### config.mk
export PLATFORM = sky130hd
export DESIGN_NAME = gnpr_div
export DESIGN_NICKNAME = d
export VERILOG_FILES = /design/src/rtl/gnpr_pkg.sv /design/src/rtl/gnpr_div.sv
export SDC_FILE = /design/constraint.sdc
export NUM_CORES = 1
export LEC_CHECK = 0
export BUFFER_PORTS_ARGS = -buffer_cell sky130_fd_sc_hd__buf_4
export CORE_MARGIN = 4
export CORE_UTILIZATION = 52
export CTS_CLUSTER_SIZE = 14
export DETAILED_ROUTE_END_ITERATION = 7
export PLACE_DENSITY_LB_ADDON = 0.15
export SETUP_SLACK_MARGIN = 0.15
export SLEW_MARGIN = 20
export SYNTH_ARGS = -nofsm -noshare
export SYNTH_HDL_FRONTEND = slang
export SYNTH_SLANG_ARGS = --single-unit
### constraint.sdc
create_clock -name clk -period 2.6 [get_ports clk]
set_input_delay 0.26 -clock clk [delete_from_list [all_inputs] [get_ports clk]]
set_output_delay 0.26 -clock clk [all_outputs]
set_load 0.01 [all_outputs]
### src/rtl/gnpr_pkg.sv
`timescale 1ns / 1ps
// ----------------------------------------------------------------------------
// gnpr_pkg
// Shared widths, codes and types of the graph node partition reindexer.
// ----------------------------------------------------------------------------
package gnpr_pkg;

  localparam int TABLE_AW    = 16;
  localparam int TABLE_DEPTH = 1 << TABLE_AW;
  localparam int NODE_W      = 17;
  localparam int PART_W      = 9;
  localparam int SLOT_W      = 8;
  localparam int ROW_W       = 16;
  localparam int IDX_W       = 16;
  localparam int ID_W        = 16;
  localparam int CFG_IW      = 1;
  localparam int CFG_DW      = 17;
  localparam int DIV_CW      = $clog2(NODE_W);
  localparam int IN_DW       = 32;
  localparam int OUT_DW      = 40;

  localparam logic [NODE_W-1:0] MAX_NODES = NODE_W'(65536);
  localparam logic [PART_W-1:0] MAX_PARTS = PART_W'(256);

  localparam logic [CFG_IW-1:0] CFG_NODE_COUNT = 1'b0;
  localparam logic [CFG_IW-1:0] CFG_PART_COUNT = 1'b1;

  typedef enum logic [1:0] {
    S_CLEAR,
    S_IDLE,
    S_SRC,
    S_TGT
  } state_t;

  typedef struct packed {
    logic              valid;
    logic [IDX_W-1:0]  idx;
  } entry_t;

  typedef struct packed {
    logic              done;
    logic [NODE_W-1:0] quo;
    logic [PART_W-1:0] rem;
  } div_res_t;

endpackage

### src/rtl/gnpr_div.sv
`timescale 1ns / 1ps
// ----------------------------------------------------------------------------
// gnpr_div
// Restoring divider that derives the base part size and the remainder, one
// quotient bit per cycle.
// ----------------------------------------------------------------------------
module gnpr_div (
  input  logic                      clk,
  input  logic                      rst_n,
  input  logic                      start,
  input  logic [gnpr_pkg::NODE_W-1:0] dividend,
  input  logic [gnpr_pkg::PART_W-1:0] divisor,
  output logic                      busy,
  output gnpr_pkg::div_res_t        res
);
  import gnpr_pkg::*;

  logic              busy_r;
  logic              done_r;
  logic [DIV_CW-1:0] cnt_r;
  logic [NODE_W-1:0] quo_r;
  logic [PART_W-1:0] rem_r;
  logic [PART_W-1:0] dsr_r;
  logic [PART_W:0]   trial;
  logic              ge;

  assign trial = {rem_r, quo_r[NODE_W-1]};
  assign ge    = trial >= {1'b0, dsr_r};

  always_ff @(posedge clk) begin
    if (!rst_n) begin
      busy_r <= 1'b0;
      done_r <= 1'b0;
      cnt_r  <= '0;
    end else begin
      done_r <= 1'b0;
      if (start) begin
        busy_r <= 1'b1;
        cnt_r  <= '0;
      end else if (busy_r) begin
        cnt_r <= cnt_r + DIV_CW'(1);
        if (cnt_r == DIV_CW'(NODE_W - 1)) begin
          busy_r <= 1'b0;
          done_r <= 1'b1;
        end
      end
    end
  end

  always_ff @(posedge clk) begin
    if (start) begin
      quo_r <= dividend;
      rem_r <= '0;
      dsr_r <= divisor;
    end else if (busy_r) begin
      quo_r <= {quo_r[NODE_W-2:0], ge};
      rem_r <= ge ? PART_W'(trial - {1'b0, dsr_r}) : trial[PART_W-1:0];
    end
  end

  assign busy     = busy_r;
  assign res.done = done_r;
  assign res.quo  = quo_r;
  assign res.rem  = rem_r;

endmodule

# [After elaboration in Yosys (flattened, before gate mapping)]
# Cells that the tools add are included.
[totals] ff_bits=42 latch_bits=0 mem_bits_rw=0 mem_bits_ro=0 inputBits=29 output_inout_bits=28 word_cells=22 n_memories=0
[classes] addsub=2 multipliers=0 n_div=0 magnitude_cmp=1 eq_ne=1 shift=0 muxes=7 n_bitwise=2 n_reduce_logical=3
[op_table] op="$mux 17" count=2
[op_table] op="$ge 10x9->1" count=1
[op_table] op="$mux 9" count=1
[op_table] op="$sub 9x9->9" count=1
[op_table] op="$add 5x1->5 const B" count=1
[op_table] op="$eq 5x5->1 const B" count=1
[op_table] op="$mux 1" count=4
[op_table] op="$reduce_or 3->1" count=1
[op_table] op="$not 1->1" count=2
[op_table] op="$reduce_bool 2->1" count=1
[op_table] op="$reduce_or 2->1" count=1

# [Longest topological paths before layout]
[depth] word_depth=4 ltp_mapped=10 mapped_depth_nobuf=9

# [Worst setup path after synthesis]
# Ideal clock, no wire load.
[synth_timing] kind="register to register" from="reg quo_r[16]" to="reg rem_r[8]" setup_ps=88 arrival_ps=2322 required_time_ps=2512 path_slack_ps=190 stages_incl_launch_ff=11 n_path_buf=1 period_less_slack_ps=2410 path_cell_list="edfxtp_1 > inv_1 > ha_1 > inv_1 > fa_1 > a211oi_1 > o21a_1 > o211a_2 > buf_4 > nand2_1 > a311oi_2"
[synth_via] elab_chain_len=2 word_cells_on_any_way=3 cone_classes="add/sub (1); order compare (1); mux (1)"
[synth_lines] item="start, declared" line_no="gnpr_div.sv:21" text="logic [NODE_W-1:0] quo_r;"
[synth_lines] item="start signal, assigned" line_no="gnpr_div.sv:52" text="quo_r <= dividend;"
[synth_lines] item="start signal, assigned" line_no="gnpr_div.sv:56" text="quo_r <= {quo_r[NODE_W-2:0], ge};"
[synth_lines] item="$sub 9x9->9 / $ge 10x9->1 (equally long branches)" line_no="gnpr_div.sv:57, gnpr_div.sv:28"
[synth_lines] item="$mux 9 *" line_no="gnpr_div.sv:57" text="rem_r <= ge ? PART_W'(trial - {1'b0, dsr_r}) : trial[PART_W-1:0];"
[synth_lines] item="end signal, assigned" line_no="gnpr_div.sv:57"
[synth_lines] item="end, declared" line_no="gnpr_div.sv:22" text="logic [PART_W-1:0] rem_r;"
# Mark *: on every way between the ends. The rest lies on a longest branch, timed or not.
# A chain may end at the register's enable or synchronous reset.

# [Worst setup path in the final report]
[layout_timing] from="reg rem_r[6]" to="reg rem_r[8]"
[layout_via] elab_chain_len=2 word_cells_on_any_way=3 cone_classes="add/sub (1); order compare (1); mux (1)"
[layout_lines] item="$sub 9x9->9 / $ge 10x9->1 (equally long branches)" line_no="gnpr_div.sv:57, gnpr_div.sv:28"
[layout_lines] item="$mux 9 *" line_no="gnpr_div.sv:57"
# Marked as above.

==> metrics.csv <==
stage,metric,value,unit
status,status,"finished, final reports clean",
power_and_ir_drop,leakage power figure,1.19,nW
floorplanning,Core Footprint,4030,sq um
finish,number of fillers in the final layout,322,
grt,global-route congestion overflow total,0,
critical_path,gate family responsible for the most delay along the worst path,simple AND/OR/NAND/NOR gates,
timing,number of max-slew violations in the final report,0,
critical_path,delay of the slowest cell on the worst path,0.48,ns
worst_hold_path,endpoint with the worst hold slack,dsr_r[3],
clock_network,register clock-pin slew on the reported worst setup and hold paths,0.08,ns
critical_path,maximum fanout count along the critical path,7,
critical_path,register-to-register path setup slack,0.20,ns
route,"wirelength, routed",4530,um
floorplanning,die extent in y,72.6,um
route,mean number of vias per cell,5.47,
logic_synthesis,Syn Area/Cell,11.4,sq um
logic_synthesis,Yosys top cell area share,0.360,
critical_path,WP data arrival,2.60,ns
finish,nets@finish,291,
route,Final ANT Viol Nets,0,
clock_network,number of buffers inserted by hold repair at cts,0,
run,number of max-cap violations,0,
route,drt drc,0,
critical_path,startpoint type of the worst setup path,flop,
critical_path,number of buffers and inverters on the critical path,0,
timing,sum of negative setup slack,0,ns
timing,final period utilization,0.924,
logic_synthesis,mux share of post-synthesis cell area,0.129,
grt,global-route wire length before repair,7220,um
critical_path,cell type of the slowest stage on the worst timing path,sky130_fd_sc_hd__or3_4,
logic_synthesis,number of flops mapped to enable cells by yosys,26,
floorplanning,initial cell density of the core,0.538,
critical_path,depth of the worst register-to-register path,6,
floorplanning,row count,23,
logic_synthesis,sequential element share of the synthesized area,0.508,
grt,global router's overall resource usage,0.175,
critical_path,nature of the critical path endpoint,flop,
finish,area growth from synthesis to layout,28.7,%
timing,final setup fails,0,
critical_path,end of the worst register-to-register path,rem_r[8],
floorplanning,full die area,5270,sq um
logic_synthesis,share of synthesized flip-flops with an asynchronous set or reset,0,
logic_synthesis,count of mapped cells out of synthesis,191,
finish,number of standard cells in the final layout excluding fillers,301,
clock_network,H-tree levels,2,
logic_synthesis,cell type with the highest aggregate area in the netlist,sky130_fd_sc_hd__edfxtp_1,
place,cell area after placement,2630,sq um
logic_synthesis,Area contributors post-synth,"sky130_fd_sc_hd__edfxtp_1 36%, sky130_fd_sc_hd__dfxtp_1 15%, sky130_fd_sc_hd__mux2_2 8.3%",
critical_path,sequence of cells on the critical path,ha_1 > nand4b_1 > or3_4 > o211a_4 > or3_1 > a311oi_2,
place,number of input and output port buffers inserted,56,
logic_synthesis,number of library cell types mapped by synthesis,39,
route,total number of vias,1646,
logic_synthesis,complex-gate fraction of the synthesized area,0.103,
timing,final hold slack,0.146,ns
logic_synthesis,#FFs+latches synth,42,
critical_path,startpoint of the worst register-to-register path,rem_r[6],
logic_synthesis,Synth Warn #,0,
grt,number of antenna violations at the first check in global routing,0,
timing,unrepaired setup endpoints after global routing,false,
timing,post-layout minimum cycle time,2.40,ns
clock_network,number of sinks handled by clock tree synthesis,42,
clock_network,latest clock arrival within the worst-skew pair,0.28,ns
route,detailed-route wire length per cell,15.1,um
finish,Layout Cell Area excl Fill,2790,sq um
timing,clock tree skew after final layout,0.00644,ns
clock_network,CTS root buf,sky130_fd_sc_hd__clkbuf_8,
floorplanning,Boundary Pins,57,
timing,transition time at the pin with the least slew margin,0.635,ns
critical_path,type of the setup path with the least slack,reg -> reg,
power_and_ir_drop,Final Total Pwr,1.76,mW
clock_network,number of buffers on the longest clock path,2,
logic_synthesis,Synth Net Count,232,
finish,share of cells above drive strength 1,0.367,
critical_path,required time of the worst setup path,2.80,ns
power_and_ir_drop,Worst VDD drop,334,uV
floorplanning,Die Span X,72.6,um
clock_network,TritonCTS clock tree,done,
worst_hold_path,hold path cells,1,
place,routability cong.,0.736,
grt,via count of the first global-routing pass,1584,
logic_synthesis,synthesized area,2170,sq um
worst_hold_path,kind of path behind the tightest hold check,in -> reg,
critical_path,Crit path depth,6,
power_and_ir_drop,Power per Cell Area,631,nW/um^2
place,HPWL reported at the end of detailed placement,3200,um
timing,final hold viol count,0,
logic_synthesis,most instantiated flip-flop cell in the synthesis netlist,sky130_fd_sc_hd__edfxtp_1,
grt,maximum number of pins on one net before global-route repair,39,
logic_synthesis,main combinational cell family by area after synthesis,multiplexers,
timing,Slew Limit Headroom,0.574,
timing,maximum clock rate,0.416,GHz
finish,Ant. Diodes,0,
logic_synthesis,post-synthesis xor/xnor area fraction,0.0323,
logic_synthesis,adder-cell share of the synthesized area,0.0727,
route,number of detailed-route iterations in the first pass,4,
worst_hold_path,Hold Startpoint,divisor[3],
logic_synthesis,simple-gate area share of the yosys netlist,0.111,
clock_network,TritonCTS buffer count,5,
place,placed cells,291,
route,detailed router's first-iteration violation count,100,
## repair_timing
action,CTS,global route
pin swaps,0,1
endpoints found under the setup margin,9,8
cloned,0,1
gates resized for setup,1,6
buffers inserted,0,1
## layout by cell type (no fill, tap or decap), types with 2 or more instances in the layout
| cell | n |
|---|---|
| sky130_fd_sc_hd__buf_4 | 59 |
| sky130_fd_sc_hd__edfxtp_1 | 26 |
| sky130_fd_sc_hd__nor2_1 | 20 |
| sky130_fd_sc_hd__mux2_2 | 16 |
| sky130_fd_sc_hd__dfxtp_1 | 16 |
| sky130_fd_sc_hd__inv_1 | 15 |
| sky130_fd_sc_hd__mux2i_1 | 10 |
| sky130_fd_sc_hd__ha_1 | 10 |
| sky130_fd_sc_hd__nand2_1 | 8 |
| sky130_fd_sc_hd__a21oi_1 | 7 |
| sky130_fd_sc_hd__a211oi_1 | 7 |
| sky130_fd_sc_hd__xor2_1 | 6 |
| sky130_fd_sc_hd__clkbuf_8 | 5 |
| sky130_fd_sc_hd__o211ai_1 | 3 |
| sky130_fd_sc_hd__nand3_1 | 3 |
| sky130_fd_sc_hd__or2_2 | 3 |
| sky130_fd_sc_hd__nand3b_1 | 3 |
| sky130_fd_sc_hd__o21ai_0 | 3 |
| sky130_fd_sc_hd__a21o_1 | 2 |
| sky130_fd_sc_hd__o211a_4 | 2 |
| sky130_fd_sc_hd__a311oi_1 | 2 |
| sky130_fd_sc_hd__xnor2_1 | 2 |
| sky130_fd_sc_hd__nand4_1 | 2 |
| sky130_fd_sc_hd__clkbuf_1 | 2 |
## registers in the layout, summed over array words and instances (netlist names)
signal / flops
quo_r: 17
dsr_r: 9
rem_r: 9
cnt_r: 5
busy: 1
done_r: 1
## area by class of cell
class	count	area [sq um]	area share
Sequential cell	42	1100	0.395
Tap cell	50	62.6	0.0224
Multi-Input combinational cell	127	1020	0.366
Clock buffer	7	76.3	0.0274
Timing Repair Buffer	59	443	0.159
Clock inverter	1	30.0	0.0108
Inverter	15	56.3	0.0202
## how the worst max path moves through the flow
| stage | startpoint | endpoint | slack [ns] |
|---|---|---|---|
| 2_1_floorplan | quo_r[16] | rem_r[8] | 0.19 |
| 3_3_place_gp | quo_r[16] | rem_r[3] | 0.21 |
| 3_5_place_dp | quo_r[16] | rem_r[0] | 0.08 |
| 4_1_cts | quo_r[16] | rem_r[0] | 0.20 |
| 5_1_grt | dsr_r[7] | rem_r[8] | 0.10 |
| 6_report | rem_r[6] | rem_r[8] | 0.20 |
## metal layers
layer,global-route usage,routed length [um],share of wire
met1,0.210,1900,0.42
met2,0.293,2200,0.49
met3,0.0702,384,0.085
met4,0.0430,50,0.011
met5,0,0,0
## synthesized netlist by cell type, drive strengths merged (5+ instances only)
cell	number
nor2	20
a211oi	8
edfxtp	26
inv	15
mux2i	10
dfxtp	16
a21oi	7
nand2	8
mux2	16
ha	11
clkbuf	5
xor2	6
## stage by stage
stage | utilization | worst slack [ns]
after global routing | 0.693 | 0.103
after detailed placement | 0.652 | 0.0846
after CTS | 0.680 | 0.205
after floorplan | - | 0.190
after global placement | 0.652 | 0.206
final | 0.693 | 0.199
## cell families (layout without fill, tap and decap cells)
family                   after synthesis  in the layout
XOR/XNOR                               8              8
AND/OR/NAND/NOR                       49             49
AO/OA/AOI/OAI                         31             32
flip-flops                            42             42
buffers and inverters                 23             82
multiplexers                          26             26
adder cells (fa/ha/maj)               12             12
## power by group
part           total [mW]  switching (mW)  internal, mW
clock               0.493           0.206         0.287
combinational       0.456           0.224         0.232
sequential          0.813          0.0390         0.774
(Power assumes the default switching activity.)
